## config.mk

```make
export PLATFORM = sky130hd
export DESIGN_NAME = char_lcd_buffer_refresh
export DESIGN_NICKNAME = d
export VERILOG_FILES = /design/src/hw/rtl/lcdbuf_pkg.sv /design/src/hw/rtl/lcdbuf_cell.sv /design/src/hw/rtl/lcdbuf_chain.sv /design/src/hw/rtl/char_lcd_buffer_refresh.sv
export SDC_FILE = /design/constraint.sdc
export NUM_CORES = 1
export LEC_CHECK = 0
export BUFFER_PORTS_ARGS = -buffer_cell sky130_fd_sc_hd__buf_2
export CAP_MARGIN = 25
export CORE_MARGIN = 5
export CORE_UTILIZATION = 40
export CTS_CLUSTER_DIAMETER = 120
export CTS_CLUSTER_SIZE = 14
export DETAILED_ROUTE_END_ITERATION = 10
export PLACE_DENSITY = 0.66
export SYNTH_ARGS = -nofsm -noshare
export SYNTH_HDL_FRONTEND = slang
export SYNTH_HIERARCHICAL = 1
export SYNTH_SLANG_ARGS = --single-unit
```

## constraint.sdc

```tcl
create_clock -name clk -period 36.4 [get_ports clk]
set_clock_uncertainty 0.15 [all_clocks]
set_input_delay 3.64 -clock clk [delete_from_list [all_inputs] [get_ports clk]]
set_output_delay 3.64 -clock clk [all_outputs]
set_load 0.005 [all_outputs]
```

## src/hw/rtl/lcdbuf_pkg.sv

```systemverilog
// ---------------------------------------------------------------------------
// lcdbuf_pkg: shared types and constants for the character lcd buffer
// Grid geometry, beat structs, operation codes and the fixed command bytes.
// ---------------------------------------------------------------------------
`default_nettype none

package lcdbuf_pkg;

	// grid geometry
	localparam int COLUMNS = 20;
	localparam int ROWS    = 2;
	localparam int CELLS   = ROWS * COLUMNS;
	localparam int CELL_W  = $clog2(CELLS);
	localparam int COL_W   = $clog2(COLUMNS);
	localparam int ROW_W   = (ROWS > 1) ? $clog2(ROWS) : 1;

	// wake-up sequence
	localparam int INIT_LEN = 5;
	localparam int STEP_W   = $clog2(INIT_LEN);

	localparam logic [7:0] CMD_ROW_ONE = 8'h80;
	localparam logic [7:0] CMD_ROW_TWO = 8'hC0;
	localparam logic [7:0] CHAR_SPACE  = 8'h20;

	typedef enum logic [1:0] {
		OP_INIT    = 2'd0,
		OP_WRITE   = 2'd1,
		OP_CLEAR   = 2'd2,
		OP_REFRESH = 2'd3
	} op_t;

	typedef enum logic [1:0] {
		ST_IDLE,
		ST_INIT,
		ST_REFRESH
	} state_t;

	typedef struct packed {
		op_t        op;
		logic [4:0] column;
		logic [1:0] row;
		logic [7:0] char_code;
	} item_t;

	typedef struct packed {
		logic       has_transfer;
		logic       register_select;
		logic [7:0] bus_byte;
		logic       nibble_only;
		logic       refresh_pending;
		logic       last;
	} result_t;

	// control broadcast to the cell chain
	typedef struct packed {
		logic              shift;
		logic              clear;
		logic              wr_en;
		logic [CELL_W-1:0] wr_index;
		logic [7:0]        char_code;
	} cell_ctrl_t;

	// wake-up command bytes, first one strobed as a lone high nibble
	function automatic logic [7:0] init_byte(input logic [STEP_W-1:0] step);
		logic [7:0] b;
		case (step)
			STEP_W'(0): b = 8'h20;
			STEP_W'(1): b = 8'h2C;
			STEP_W'(2): b = 8'h0C;
			STEP_W'(3): b = 8'h06;
			STEP_W'(4): b = 8'h01;
			default:    b = 8'h00;
		endcase
		return b;
	endfunction

	// ddram address command for a row
	function automatic logic [7:0] row_cmd(input logic [ROW_W-1:0] r);
		return (r == '0) ? CMD_ROW_ONE : CMD_ROW_TWO;
	endfunction

endpackage

`default_nettype wire

```

## src/hw/rtl/lcdbuf_cell.sv

```systemverilog
// ---------------------------------------------------------------------------
// lcdbuf_cell: one character cell of the shadow buffer
// Holds one byte; loads a space on clear, its neighbour's byte on shift,
// or the written character when addressed.
// ---------------------------------------------------------------------------
`default_nettype none

module lcdbuf_cell (
	input  wire                     clk,
	input  wire                     arst_n,
	input  lcdbuf_pkg::cell_ctrl_t  ctrl,
	input  wire                     wr_hit,
	input  wire  [7:0]              nb_data,
	output logic [7:0]              data
);
	import lcdbuf_pkg::*;

	logic [7:0] data_q;

	// cell byte
	always_ff @(posedge clk or negedge arst_n) begin
		if (!arst_n) begin
			data_q <= '0;
		end else if (ctrl.clear) begin
			data_q <= CHAR_SPACE;
		end else if (ctrl.shift) begin
			data_q <= nb_data;
		end else if (wr_hit) begin
			data_q <= ctrl.char_code;
		end
	end

	assign data = data_q;

endmodule

`default_nettype wire

```

## src/hw/rtl/lcdbuf_chain.sv

```systemverilog
// ---------------------------------------------------------------------------
// lcdbuf_chain: ring of character cells
// Cells sit in row-major order; a shift rotates the ring by one so the
// head cell presents the next character, and a full turn restores order.
// ---------------------------------------------------------------------------
`default_nettype none

module lcdbuf_chain (
	input  wire                     clk,
	input  wire                     arst_n,
	input  lcdbuf_pkg::cell_ctrl_t  ctrl,
	output logic [7:0]              head
);
	import lcdbuf_pkg::*;

	logic [7:0] cell_data [CELLS];

	// ring of cells, each fed by its successor
	for (genvar i = 0; i < CELLS; i++) begin : g_cell
		localparam int NXT = (i + 1) % CELLS;
		logic hit;

		assign hit = ctrl.wr_en && (ctrl.wr_index == CELL_W'(i));

		lcdbuf_cell u_cell (
			.clk     (clk),
			.arst_n  (arst_n),
			.ctrl    (ctrl),
			.wr_hit  (hit),
			.nb_data (cell_data[NXT]),
			.data    (cell_data[i])
		);
	end

	assign head = cell_data[0];

endmodule

`default_nettype wire

```

## src/hw/rtl/char_lcd_buffer_refresh.sv

```systemverilog
// ---------------------------------------------------------------------------
// char_lcd_buffer_refresh: shadow text buffer and lcd transfer sequencer
// Keeps the display text in a ring of cells and turns each operation into
// command, data and status beats for the pin stage.
//
//   channel  | handshake                  | payload
//   ---------+----------------------------+------------------
//   item     | item_valid / item_stall    | item   (item_t)
//   result   | result_valid / result_stall| result (result_t)
//
// Init gives 5 result beats, write and clear 1, refresh ROWS*(COLUMNS+1)
// (42 here), one beat per cycle while result is not stalled; the next item
// is taken once the sequencer is back in idle and the output can load.
// During refresh the cell ring rotates one position per data beat.
// Reset clears the buffer to zero, the pending flag and the sequencer.
// A stalled result holds in the output register and freezes the sequencer.
// ---------------------------------------------------------------------------
`default_nettype none

module char_lcd_buffer_refresh (
	input  wire                  clk,
	input  wire                  arst_n,
	input  wire                  item_valid,
	output logic                 item_stall,
	input  lcdbuf_pkg::item_t    item,
	output logic                 result_valid,
	input  wire                  result_stall,
	output lcdbuf_pkg::result_t  result
);
	import lcdbuf_pkg::*;

	state_t             state_q, state_d;
	logic [STEP_W-1:0]  step_q, step_d;
	logic [COL_W-1:0]   col_q, col_d;
	logic [ROW_W-1:0]   row_q, row_d;
	logic               cmd_q, cmd_d;
	logic               pending_q, pending_d;
	logic               out_valid_q;
	result_t            out_q;

	logic               load_ok;
	logic               accept;
	logic               emit;
	result_t            emit_beat;
	cell_ctrl_t         ctrl;
	logic [7:0]         head;
	logic               in_grid;
	logic [CELL_W-1:0]  wr_index;

	lcdbuf_chain u_chain (
		.clk    (clk),
		.arst_n (arst_n),
		.ctrl   (ctrl),
		.head   (head)
	);

	// handshake
	assign load_ok    = !out_valid_q || !result_stall;
	assign item_stall = (state_q != ST_IDLE) || !load_ok;
	assign accept     = item_valid && !item_stall;

	// write address decode
	assign in_grid = (item.column != 5'd0) && (32'(item.column) <= COLUMNS) &&
	                 (item.row != 2'd0) && (32'(item.row) <= ROWS);
	assign wr_index = (item.row == 2'd2)
	                ? CELL_W'(COLUMNS) + CELL_W'(item.column) - CELL_W'(1)
	                : CELL_W'(item.column) - CELL_W'(1);

	// sequencer registers
	always_ff @(posedge clk or negedge arst_n) begin
		if (!arst_n) begin
			state_q   <= ST_IDLE;
			step_q    <= '0;
			col_q     <= '0;
			row_q     <= '0;
			cmd_q     <= 1'b0;
			pending_q <= 1'b0;
		end else begin
			state_q   <= state_d;
			step_q    <= step_d;
			col_q     <= col_d;
			row_q     <= row_d;
			cmd_q     <= cmd_d;
			pending_q <= pending_d;
		end
	end

	// next state and beat generation
	always_comb begin
		state_d   = state_q;
		step_d    = step_q;
		col_d     = col_q;
		row_d     = row_q;
		cmd_d     = cmd_q;
		pending_d = pending_q;
		emit      = 1'b0;
		emit_beat = '0;
		ctrl      = '0;
		ctrl.wr_index  = wr_index;
		ctrl.char_code = item.char_code;

		case (state_q)
			ST_IDLE: begin
				if (accept) begin
					emit = 1'b1;
					case (item.op)
						OP_INIT: begin
							emit_beat.has_transfer    = 1'b1;
							emit_beat.bus_byte        = init_byte('0);
							emit_beat.nibble_only     = 1'b1;
							emit_beat.refresh_pending = pending_q;
							step_d  = STEP_W'(1);
							state_d = ST_INIT;
						end
						OP_WRITE: begin
							ctrl.wr_en = in_grid;
							pending_d  = 1'b1;
							emit_beat.refresh_pending = 1'b1;
							emit_beat.last            = 1'b1;
						end
						OP_CLEAR: begin
							ctrl.clear = 1'b1;
							pending_d  = 1'b1;
							emit_beat.refresh_pending = 1'b1;
							emit_beat.last            = 1'b1;
						end
						OP_REFRESH: begin
							pending_d = 1'b0;
							emit_beat.has_transfer = 1'b1;
							emit_beat.bus_byte     = row_cmd('0);
							col_d   = '0;
							row_d   = '0;
							cmd_d   = 1'b0;
							state_d = ST_REFRESH;
						end
						default: begin
							emit = 1'b0;
						end
					endcase
				end
			end

			ST_INIT: begin
				if (load_ok) begin
					emit = 1'b1;
					emit_beat.has_transfer    = 1'b1;
					emit_beat.bus_byte        = init_byte(step_q);
					emit_beat.refresh_pending = pending_q;
					emit_beat.last            = (step_q == STEP_W'(INIT_LEN - 1));
					step_d = step_q + STEP_W'(1);
					if (step_q == STEP_W'(INIT_LEN - 1)) begin
						step_d  = '0;
						state_d = ST_IDLE;
					end
				end
			end

			ST_REFRESH: begin
				if (load_ok) begin
					emit = 1'b1;
					emit_beat.has_transfer = 1'b1;
					if (cmd_q) begin
						// row address command
						emit_beat.bus_byte = row_cmd(row_q);
						cmd_d = 1'b0;
					end else begin
						// data beat from the head cell, ring advances
						emit_beat.register_select = 1'b1;
						emit_beat.bus_byte        = head;
						ctrl.shift = 1'b1;
						col_d = col_q + COL_W'(1);
						if (col_q == COL_W'(COLUMNS - 1)) begin
							col_d = '0;
							if (row_q == ROW_W'(ROWS - 1)) begin
								emit_beat.last = 1'b1;
								row_d   = '0;
								state_d = ST_IDLE;
							end else begin
								row_d = row_q + ROW_W'(1);
								cmd_d = 1'b1;
							end
						end
					end
				end
			end

			default: begin
				state_d = ST_IDLE;
			end
		endcase
	end

	// output register
	always_ff @(posedge clk or negedge arst_n) begin
		if (!arst_n) begin
			out_valid_q <= 1'b0;
		end else if (emit) begin
			out_valid_q <= 1'b1;
		end else if (!result_stall) begin
			out_valid_q <= 1'b0;
		end
	end

	always_ff @(posedge clk) begin
		if (emit) begin
			out_q <= emit_beat;
		end
	end

	assign result_valid = out_valid_q;
	assign result       = out_q;

	// checks
	a_refresh_not_pending: assert property (@(posedge clk) disable iff (!arst_n)
		(state_q == ST_REFRESH) |-> !pending_q)
		else $error("pending flag set during refresh");

	a_accept_gives_beat: assert property (@(posedge clk) disable iff (!arst_n)
		accept |=> out_valid_q)
		else $error("accepted item produced no result beat");

	a_ctrl_exclusive: assert property (@(posedge clk) disable iff (!arst_n)
		$onehot0({ctrl.shift, ctrl.clear, ctrl.wr_en}))
		else $error("conflicting cell controls");

	a_init_step_range: assert property (@(posedge clk) disable iff (!arst_n)
		(state_q == ST_INIT) |-> (step_q != '0 && step_q < STEP_W'(INIT_LEN)))
		else $error("init step out of range");

	a_col_range: assert property (@(posedge clk) disable iff (!arst_n)
		(state_q == ST_REFRESH) |-> (32'(col_q) < COLUMNS))
		else $error("refresh column out of range");

endmodule

`default_nettype wire

```

Word level (Yosys, flattened, before mapping)
Cells that the tools add are included.
Storage, ports and cells
  output and inout bits: 15
  register bits: 347
  bits in writable memories: 0
  latch bits: 0
  bits in read-only memories: 0
  memories kept: 0
Operators by class
  divide/modulo/power cells: 0
  shift-type cells: 0
  add/subtract/negate cells: 6
  magnitude comparators: 2
  mux-type cells: 187
  $mul: 0
  equal/unequal tests: 61
  reductions and logical operators: 111
  bitwise gates (word level): 0
Operators by type and width (count)
  8-bit 2-to-1 mux: 121
  3-bit nonzero test: 40
  6-bit by 5-bit equality test with 1-bit output, second input constant: 16
  6-bit by 4-bit equality test with 1-bit output, second input constant: 8
  6-bit equality test, second input constant: 8
  1-bit logical AND: 44
  6-bit case mux with 5 select lines: 1
  1-bit 2-to-1 mux: 27
  5-bit 2-to-1 mux: 5
  6-bit by 3-bit equality test with 1-bit output, second input constant: 4
  8-bit case mux with 3 select lines: 1
  2-bit 2-to-1 mux: 10
  8-bit case mux with 2 select lines: 1
  2-bit inequality test, second input constant: 7
  6-bit by 2-bit equality test with 1-bit output, second input constant: 2
  3-bit 2-to-1 mux: 4
  6-bit 2-to-1 mux: 2
  1-bit case mux with 2 select lines: 6
  11-bit 2-to-1 mux: 1
  10-bit 2-to-1 mux: 1
  5-bit case mux with 2 select lines: 1
  2-bit nonzero test: 5
  2-bit equality test, second input constant: 4
  4-bit AND reduction: 2
  33 further kinds: 46

Longest topological paths before layout
Gate-level depths: netlist (run 1).
  depth in word-level cells: 12
  depth in mapped cells: 11
  gate-level depth less buffers: 9

By module
Netlist (run 1), hierarchy kept.
Modules (own cells, without submodules)
  lcdbuf_cell: seq. area each 200.2 sq um, cells each 36, area an instance 411.6 sq um, instances 40
  char_lcd_buffer_refresh: seq. area each 740.7 sq um, cells each 195, area an instance 1860.5 sq um, instances 1
  lcdbuf_chain: seq. area each 0.0 sq um, cells each 63, area an instance 354.1 sq um, instances 1

Worst setup path after synthesis (run 1)
Ideal clock, no wire load.
  path kind: input -> register
  from: input result_stall
  to: register u_chain.g_cell[0].u_cell.data_q[0]
  library setup time: 120 ps
  arrival time: 14313 ps
  data required time: 36130 ps
  path buffers: 0
  setup slack: 21816 ps
  stages on the path: 4
  path through: a21bo_2 -> nor2_1 -> inv_1 -> a211oi_1
RTL lines
  start, declared: RTL line char_lcd_buffer_refresh.sv:27  | input wire result_stall,
  end signal, assigned: RTL line lcdbuf_cell.sv:27  | data_q <= nb_data;
  end signal, assigned: RTL line lcdbuf_cell.sv:29  | data_q <= ctrl.char_code;
  end, declared: RTL line lcdbuf_cell.sv:18  | logic [7:0] data_q;

Worst setup path after layout (run 1)
  from: input result_stall
  to: output item_stall
On the way
  word-level cells in the longest chain between the ends: 4
RTL lines
  1-bit zero test
  1-bit logical OR: RTL line char_lcd_buffer_refresh.sv:58  | assign load_ok = !out_valid_q || !result_stall;
  1-bit zero test: RTL line char_lcd_buffer_refresh.sv:59  | assign item_stall = (state_q != ST_IDLE) || !load_ok;
  1-bit logical OR: RTL line char_lcd_buffer_refresh.sv:59
  end, declared: RTL line char_lcd_buffer_refresh.sv:24  | output logic item_stall,
No other way between the ends.

==> results.json, run 1 <==
{
  "status": "finished, final reports clean",
  "synth_top_area_share": 0.447,
  "antenna_found_initial": 0,
  "start_util": 0.403,
  "ir_drop_v": 0.0000580,
  "grt_pass1_vias": 13300,
  "cts_buffers": 28,
  "die_height_um": 226,
  "rsz0062_at_grt": "false",
  "area_growth_syn_to_layout_pct": 8.05,
  "hold_path_class": "reg2reg",
  "yosysMostFrequentCell": "dfrtp_1",
  "seq_area_frac_synth": 0.468,
  "slowest_delay_ns": 0.31,
  "synth_area_leaders": "dfrtp_1 45%, mux2i_1 17%, a211oi_1 11%",
  "wl_mm": 42.9,
  "drive_above_1_share": 0.0764,
  "netlist_area_mm2": 0.0187,
  "path_buf_inv": 2,
  "overflow": 0,
  "cts_setup_buffers": 0,
  "port_buffers": 35,
  "clockRootBuffer": "clkbuf_16",
  "clk_pin_slew_ns": 0.07,
  "cp.arrival_ns": 4.31,
  "grt_pass1_wl_mm": 71.8,
  "ctsResizeCount": 0,
  "max_slew.worst_pin.slew_ns": 1.22,
  "crit_path_end_kind": "output pin",
  "async_flop_share": 0.963,
  "wire_per_inst_um": 18.5,
  "fin_cells": 2322,
  "synth_nets": 1737,
  "synth.top_cells.by_count": "334 x dfrtp_1, 323 x mux2i_1, 283 x nor2b_1, 281 x a211oi_1, 59 x inv_1",
  "die_w_um": 226,
  "drt_iter0_markers": 969,
  "start_kind": "input port",
  "clockBufferDepth": 3,
  "ant_nets": 0,
  "ys_warn_count": 6,
  "row_count": 79,
  "path_delay_family": "simple AND/OR/NAND/NOR gates",
  "slew_viol_final": 0,
  "tns_ns": 0,
  "path_cells": "buf_2 -> nand2_1 -> nand2_1 -> buf_2",
  "grt_max_degree": 252,
  "cp_max_fo": 12,
  "htreeDepth": 1,
  "crit_type": "in2out",
  "period_share": 0.222,
  "fill_cells": 4342,
  "synth_ff_type": "dfrtp_1",
  "maxCapViolations": 0,
  "placed_cells": 2283,
  "ys_ff_latch": 347,
  "first_pass_iters": 7,
  "place_hpwl_mm": 25.2,
  "cts_tree": "yes",
  "fin_nets": 1751,
  "core-area_mm2": 0.0464,
  "fmax_mhz": 123,
  "routed_via_density": 5.56,
  "hold_violations": 0,
  "total_leakage_power_nw": 6.46,
  "clk_latency_ns": 0.57,
  "p_total_w": 0.00138,
  "yosysUniqueCellTypes": 54,
  "setup_viol": 0,
  "io_pins": 36,
  "slew_headroom": 0.185,
  "route.detailed.drc": 0,
  "fin_crit_ns": 8.10,
  "synth_edf_count": 13,
  "worstPathRequired_ns": 32.61,
  "globalplace.congestion": 0.820,
  "p_per_area_mw_per_mm2": 68.3,
  "dieArea_mm2": 0.0511,
  "vias": 12900,
  "netlist_instances": 1698,
  "grt_usage": 0.166,
  "cts_hold_buf": 0,
  "cts.sinks": 347,
  "avgSynthCellArea_um2": 11.0,
  "yosys.area.top_type": "dfrtp_1",
  "critPathSlowestCell": "nand2_1"
}
==> flip-flops by register name, indices dropped and copies added, names as in the netlist, 2 cells and up <==
signal / count
u_chain/g_cell.u_cell/data: 320
result: 13
col_q: 5
step_q: 3
state_q: 2
==> cells by family after synthesis <==
logic type | count (synthesis) | share of synthesized area
and+or+nand+nor | 470 | 0.150
AOI/OAI and AO/OA | 377 | 0.144
DFF | 347 | 0.468
muxes | 325 | 0.174
buffers and inverters | 156 | 0.0490
adders and majority gates | 18 | 0.0121
xor gates and xnor gates | 5 | 0.00234
==> metal layers <==
layer | track usage | vias up | routed length, um
met5 | 0 | - | 0
met4 | 0.0301 | 0 | 699
met3 | 0.0204 | 48 | 1560
met2 | 0.267 | 225 | 19700
met1 | 0.245 | 6460 | 20900
li1 | - | 6177 | -
==> power by group <==
| group | switching [W] | internal [W] |
|---|---|---|
| clock | 0.000134 | 0.000140 |
| combinational | 0.000254 | 0.000219 |
| sequential | 0.0000879 | 0.000542 |
| total | 0.000476 | 0.000901 |
==> path summary, 6_finish.rpt <==
path | from | depth (start not counted) | slack, ns | to
setup / recovery | result_stall | 4 | 28.30 | item_stall
min in group asynchronous | arst_n | 1 | 2.94 | step_q[0]$_DFFE_PN0P_
max in group asynchronous | arst_n | 4 | 31.22 | u_chain/g_cell[13].u_cell/data[1]$_DFFE_PN0P_
setup reg to reg | state_q[1]$_DFFE_PN0P_ | 9 | 31.83 | u_chain/g_cell[24].u_cell/data[4]$_DFFE_PN0P_
hold / removal | col_q[4]$_DFFE_PN0P_ | 1 | 0.35 | col_q[4]$_DFFE_PN0P_
hold reg to reg | col_q[4]$_DFFE_PN0P_ | 1 | 0.35 | col_q[4]$_DFFE_PN0P_
==> through the flow <==
step	hold WS [ns]	setup WS [ns]	util	area [um^2]
3_3_place_gp	0.322	28.31	0.416	19300
6_report	0.349	28.30	0.435	20200
3_5_place_dp	0.331	28.30	0.417	19300
4_1_cts	0.349	28.29	0.433	20100
5_1_grt	0.384	28.24	0.435	20200
2_1_floorplan	0.295	21.82	-	18700
==> cell type report <==
type                    count  area (um^2)  share of cell area
multi-input cells        1195         9080               0.450
repair buffers             81          637              0.0316
inverters                  59          221              0.0110
flip-flops and latches    347         8750               0.433
diodes                      1         2.50            0.000124
well taps                 607          759              0.0376
clock inverters             1         5.00            0.000248
clock buffers              31          733              0.0363
==> cell usage in the layout, fill, tap and decap left out, types with 3 or more instances in the layout <==
cell type / instances
a31oi_1: 4
dfrtp_1: 334
xnor2_1: 4
a21oi_1: 50
nor2b_1: 283
mux2i_1: 323
ha_1: 18
buf_2: 34
nor2_1: 56
o21ai_0: 22
nand2b_1: 7
nand2_1: 19
o31ai_1: 4
nor4_2: 10
nand3_1: 9
edfxtp_1: 13
nand4_1: 3
nor3b_1: 40
buf_4: 37
inv_1: 59
clkbuf_16: 29
nor3_1: 20
buf_12: 5
nand3b_1: 4
a211oi_1: 281
(Power assumes the default switching activity.)
==> inputs of run 2 (changes only) <==
Settings changed: ABC_AREA set to 1, PLACE_DENSITY 0.66 to 0.68.
Clock period 36.4 ns to 7.4 ns, I/O delays scaled along.
==> run 2 against run 1 <==
Against the previous run:
- first-iteration DRC count grew 20%
- sequential cell count is the same
- global-route usage increased by 0.086 points
- non-clock buffer count fell by 28
- combinational power rose to 4.6 times the previous value
- clock-buffer cell count did not move
- register-to-register slack got worse by 28 ns
- hold slack worse by 0.26 ns
- critical path type is now reg2reg
- largest power group unchanged
==> results.json, run 2 <==
{
  "avgSynthCellArea_um2": 7.10,
  "globalplace.congestion": 0.845,
  "total_leakage_power_nw": 12.1,
  "routed_via_density": 4.65,
  "ys_warn_count": 6,
  "placed_cells": 3516,
  "fin_nets": 2914,
  "comb_power_share": 0.332,
  "ant_nets": 0,
  "cts.sinks": 347,
  "cp.arrival_ns": 3.99,
  "die_height_um": 234,
  "fill_cells": 5184,
  "status": "finished, final reports clean",
  "grt_max_degree": 167,
  "tns_ns": 0,
  "use_met3": 0.0183,
  "grt_util_met2": 0.280,
  "yosysMostFrequentCell": "nand2_1",
  "fin_cells": 3549,
  "p_clk_frac": 0.209,
  "grt_pass1_vias": 15500,
  "first_pass_iters": 5,
  "ys_ff_latch": 347,
  "wl_mm": 45.6,
  "hold_path_class": "in2async",
  "clk_pin_slew_ns": 0.07,
  "netlist_area_mm2": 0.0201,
  "drive_above_1_share": 0.105,
  "hold_violations": 0,
  "power.sequential.fraction": 0.459,
  "slew_viol_final": 0,
  "fmax_mhz": 271,
  "dieArea_mm2": 0.0549,
  "route.detailed.drc": 0,
  "yosys.area.top_type": "dfrtp_1",
  "busiest_layer": "met2",
  "netlist_instances": 2837,
  "crit_path_end_kind": "flop",
  "met1_usage": 0.236,
  "yosysUniqueCellTypes": 33,
  "maxCapViolations": 0,
  "cts_setup_buffers": 0,
  "synth_nets": 2876,
  "wire_per_inst_um": 12.8,
  "switching_share": 0.381,
  "p_per_area_mw_per_mm2": 302,
  "clockBufferDepth": 3,
  "final_common_cell": "nand2_1",
  "period_share": 0.499,
  "place_hpwl_mm": 29.1,
  "cp_max_fo": 48,
  "vias": 16500,
  "p_sw_w": 0.00248,
  "mostFrequentLayoutCells": "1955 x nand2_1, 334 x dfrtp_1, 85 x inv_1",
  "crit_type": "reg2reg",
  "fin_crit_ns": 3.69,
  "worstReg2RegStart": "state_q[0]$_DFFE_PN0P_",
  "area_growth_syn_to_layout_pct": 7.22,
  "worstPathRequired_ns": 7.70,
  "slew_headroom": 0.323,
  "synth_top_area_share": 0.415,
  "htreeDepth": 1,
  "cts_tree": "yes",
  "num_antenna_cells": 0,
  "ir_drop_v": 0.000163,
  "ctsResizeCount": 0,
  "drt_iter0_markers": 1167,
  "cts_hold_buf": 0,
  "synth_edf_count": 13,
  "seq_area_frac_synth": 0.435,
  "seqCellArea_mm2": 0.00875,
  "overflow": 0,
  "port_buffers": 35,
  "grt_usage": 0.167,
  "multi_input_area_mm2": 0.0102,
  "clockRootBuffer": "clkbuf_16",
  "setup_viol": 0,
  "largest_reg_flops": 320,
  "p_int_w": 0.00403,
  "max_slew.worst_pin.slew_ns": 1.02,
  "antenna_found_initial": 0,
  "synth_ff_type": "dfrtp_1",
  "row_count": 82,
  "startpoint": "state_q[0]$_DFFE_PN0P_",
  "async_flop_share": 0.963,
  "start_util": 0.403,
  "synth.top_cells.by_count": "1955 x nand2_1, 334 x dfrtp_1, 85 x inv_1, 71 x nor2_1, 59 x nand3_1",
  "core-area_mm2": 0.0500,
  "start_kind": "flop",
  "rsz0062_at_grt": "false",
  "synth_area_leaders": "dfrtp_1 42%, nand2_1 36%, nor2_8 4.0%",
  "io_pins": 36,
  "clk_latency_ns": 0.57,
  "grt_pass1_wl_mm": 77.3,
  "die_w_um": 234,
  "cts_buffers": 28
}
## run 2: critical path, stage by stage, from the launching register on
cell	delay, ns
dfrtp_1	0.42
inv_1	0.10
ha_1	0.46
nand3_2	0.25
nor2_4	0.12
buf_4	0.54
buf_4	0.85
inv_1	0.22
nand2_4	0.13
clkinv_2	0.12
nand2_1	0.09
nand2_1	0.06
## run 2: routing by layer
metal	routed length [um]	vias up
li1	-	8568
met1	21900	7634
met2	21300	263
met3	1780	51
met4	642	0
met5	0	-
## run 2: power by group through the flow
| stage | clock network [W] | registers, W | logic [W] |
|---|---|---|---|
| global placement | 0 | 0.00302 | 0.00212 |
| floorplan | 0 | 0.00292 | 0.00177 |
| finish | 0.00136 | 0.00298 | 0.00216 |
| detailed placement | 0 | 0.00300 | 0.00217 |
| global route | 0.00148 | 0.00306 | 0.00251 |
| CTS | 0.00142 | 0.00299 | 0.00218 |
## run 2: path summary, 6_finish.rpt
check | end | slack (ns) | cells past startpoint
setup / recovery | u_chain/g_cell[6].u_cell/data[5]$_DFFE_PN0P_ | 3.71 | 11
hold / removal | u_chain/g_cell[3].u_cell/data[1]$_DFFE_PN0P_ | 0.09 | 1
hold reg to reg | u_chain/g_cell[16].u_cell/data[2]$_DFFE_PN0P_ | 0.32 | 2
setup reg to reg | u_chain/g_cell[6].u_cell/data[5]$_DFFE_PN0P_ | 3.71 | 11
max in group asynchronous | u_chain/g_cell[27].u_cell/data[0]$_DFFE_PN0P_ | 5.62 | 2
min in group clk | u_chain/g_cell[16].u_cell/data[2]$_DFFE_PN0P_ | 0.32 | 2
## run 2: stage by stage
stage	total power, W	cell area, um^2	setup slack [ns]	hold slack [ns]	utilization
global placement	0.00514	20800	3.79	0.304	0.417
detailed placement	0.00518	20800	3.75	0.309	0.417
finish	0.00651	21600	3.71	0.0854	0.432
global route	0.00705	21600	3.46	0.180	0.432
CTS	0.00658	21600	3.71	0.131	0.432
floorplan	0.00469	20100	1.75	0.292	-
## run 2: cells by family after synthesis
| kind of cell | Yosys count | share of synthesized area |
|---|---|---|
| AOI/OAI and AO/OA | 34 | 0.00945 |
| xor gates and xnor gates | 5 | 0.00218 |
| adders and majority gates | 18 | 0.0112 |
| buffers and inverters | 212 | 0.0581 |
| DFF | 347 | 0.435 |
| muxes | 1 | 0.000497 |
| and+or+nand+nor | 2220 | 0.484 |
## run 2: area by class of cell
class                           count  area share
Tap cell                          672      0.0389
Clock inverter                      1    0.000232
Inverter                          167      0.0315
Timing Repair Buffer               53      0.0166
Sequential cell                   347       0.405
Multi-Input combinational cell   2278       0.474
Clock buffer                       31      0.0340
==> inputs of run 3 (changes only) <==
Settings changed: ABC_AREA 1 to 0, PLACE_DENSITY 0.68 to 0.66.
Clock period 7.4 ns to 3.5 ns, I/O delays scaled along.
==> run 3 against run 2 <==
Against the previous run:
- highest routed layer unchanged
- critical endpoint is now u_chain/g_cell[1].u_cell/data[1]$_DFFE_PN0P_
- cell count decreased by 33%
- clock-buffer cell count increased by 1
- global-route usage increased by 0.29 points
- core utilization increased by 1.7 points
- total power increased by 120%
- combinational power increased by 140%
- sequential share of layout area increased by 1.5 points
==> results.json, run 3 (same netlist as run 1, synthesis figures left out) <==
{
  "grt_pass1_wl_mm": 73.3,
  "crit_path_end_kind": "flop",
  "r2r_end": "u_chain/g_cell[1].u_cell/data[1]$_DFFE_PN0P_",
  "route.detailed.drc": 0,
  "ir_drop_v": 0.000393,
  "place_hpwl_mm": 27.0,
  "drt_iter0_markers": 1041,
  "ant_nets": 0,
  "clk_pin_slew_ns": 0.07,
  "r2r_slack_ns": 0.36,
  "io_pins": 36,
  "crit_type": "reg2reg",
  "status": "finished, final reports clean",
  "first_pass_iters": 5,
  "hold_path_class": "in2async",
  "fin_nets": 1790,
  "worstReg2RegStart": "state_q[1]$_DFFE_PN0P_",
  "max_slew.worst_pin.slew_ns": 0.962,
  "final_common_cell": "dfrtp_1",
  "dieArea_mm2": 0.0511,
  "globalplace.congestion": 0.789,
  "cts_setup_buffers": 0,
  "start_util": 0.403,
  "routed_via_density": 5.54,
  "setup_viol": 0,
  "area_growth_syn_to_layout_pct": 11.4,
  "wire_per_inst_um": 18.5,
  "fin_cells": 2361,
  "vias": 13100,
  "overflow": 0,
  "die_w_um": 226,
  "p_total_w": 0.0146,
  "cp_max_fo": 8,
  "grt_usage": 0.170,
  "total_leakage_power_nw": 6.75,
  "clk_latency_ns": 0.56,
  "row_count": 79,
  "fill_cells": 4301,
  "core-area_mm2": 0.0464,
  "largest_reg_flops": 320,
  "drive_above_1_share": 0.122,
  "worst_r2r_path_depth": 10,
  "hold_violations": 0,
  "num_antenna_cells": 0,
  "period_share": 0.896,
  "slew_headroom": 0.359,
  "slew_viol_final": 0,
  "mostFrequentLayoutCells": "334 x dfrtp_1, 323 x mux2i_1, 283 x nor2b_1",
  "cp.arrival_ns": 3.44,
  "maxCapViolations": 0,
  "clockBufferDepth": 3,
  "worstPathRequired_ns": 3.80,
  "p_per_area_mw_per_mm2": 700,
  "antenna_found_initial": 0,
  "grt_pass1_vias": 13700,
  "die_height_um": 226,
  "htreeDepth": 1,
  "clockRootBuffer": "clkbuf_16",
  "grt_max_degree": 102,
  "cts_buffers": 28,
  "rsz0062_at_grt": "false",
  "fin_crit_ns": 3.14,
  "start_kind": "flop",
  "cts_tree": "yes",
  "fmax_mhz": 319,
  "placed_cells": 2324,
  "wl_mm": 43.6,
  "cts.sinks": 347,
  "port_buffers": 35
}
-- run 3: cell types whose count changed in the layout (fill, tap and decap cells not counted), sizes merged, moves of 68 or more --
| cell | before | now |
|---|---|---|
| nand2 | 2000 | 19 |
| mux2i | 1 | 323 |
| nor2b | 0 | 284 |
| a211oi | 0 | 281 |
| nor2 | 153 | 57 |
| inv | 127 | 59 |
-- run 3: timing repair --
action	in CTS	in global routing
resized for setup	0	4
setup endpoints to repair	0	15
hold buffers	1	0
endpoints found under the hold margin	212	0
-- run 3: per-stage QoR --
step	setup TNS, ns	setup WS [ns]	utilization	cell area, um^2	hold WS [ns]
final	0	0.364	0.449	20800	0.0906
after global routing	0	0.170	0.449	20800	0.105
after CTS	0	0.253	0.447	20700	0.0804
after floorplan	-472.58	-1.51	-	18900	-0.0956
after global placement	0	0.281	0.431	20000	0.0922
after detailed placement	0	0.180	0.431	20000	0.0950
-- run 3: per-layer routing --
layer / vias to the layer above / global-route usage / wire length (um)
li1: 6262 / - / -
met1: 6593 / 0.251 / 21500
met2: 187 / 0.271 / 20000
met3: 46 / 0.0217 / 1400
met4: 0 / 0.0332 / 697
met5: - / 0 / 0
-- run 3: cell type report --
cell class | count | area, um^2 | share of cell area
clock inverters | 1 | 5.00 | 0.000240
multi-input cells | 1195 | 9310 | 0.447
repair buffers | 120 | 1040 | 0.0500
inverters | 59 | 221 | 0.0106
well taps | 607 | 759 | 0.0365
flip-flops and latches | 347 | 8750 | 0.420
clock buffers | 32 | 737 | 0.0354
-- run 3: worst max path at each step --
stage | endpoint | slack, ns | cells past startpoint | startpoint
final | u_chain/g_cell[1].u_cell/data[1]$_DFFE_PN0P_ | 0.36 | 10 | state_q[1]$_DFFE_PN0P_
after global routing | u_chain/g_cell[24].u_cell/data[2]$_DFFE_PN0P_ | 0.17 | 10 | state_q[1]$_DFFE_PN0P_
after floorplan | u_chain/g_cell[0].u_cell/data[1]$_DFFE_PN0P_ | -1.51 | 6 | state_q[0]$_DFFE_PN0P_
after CTS | u_chain/g_cell[22].u_cell/data[6]$_DFFE_PN0P_ | 0.25 | 10 | state_q[1]$_DFFE_PN0P_
after global placement | u_chain/g_cell[22].u_cell/data[6]$_DFFE_PN0P_ | 0.28 | 11 | item[9]
after detailed placement | u_chain/g_cell[22].u_cell/data[6]$_DFFE_PN0P_ | 0.18 | 11 | item[10]
-- run 3: power breakdown --
part | leakage, nW | switching, W | total [W] | internal [W]
combinational | 3.13 | 0.00271 | 0.00517 | 0.00246
sequential | 3.26 | 0.000920 | 0.00655 | 0.00563
clock | 0.365 | 0.00139 | 0.00286 | 0.00147
total | 6.75 | 0.00503 | 0.0146 | 0.00955
-- run 3: critical path, stage by stage, from the launching register on --
cell       delay, ns
dfrtp_1         0.41
inv_1           0.12
ha_1            0.19
nand3_1         0.20
a2111oi_2       0.29
buf_4           0.22
or3b_1          0.50
nor4_2          0.29
buf_4           0.25
mux2i_1         0.10
a211oi_1        0.32
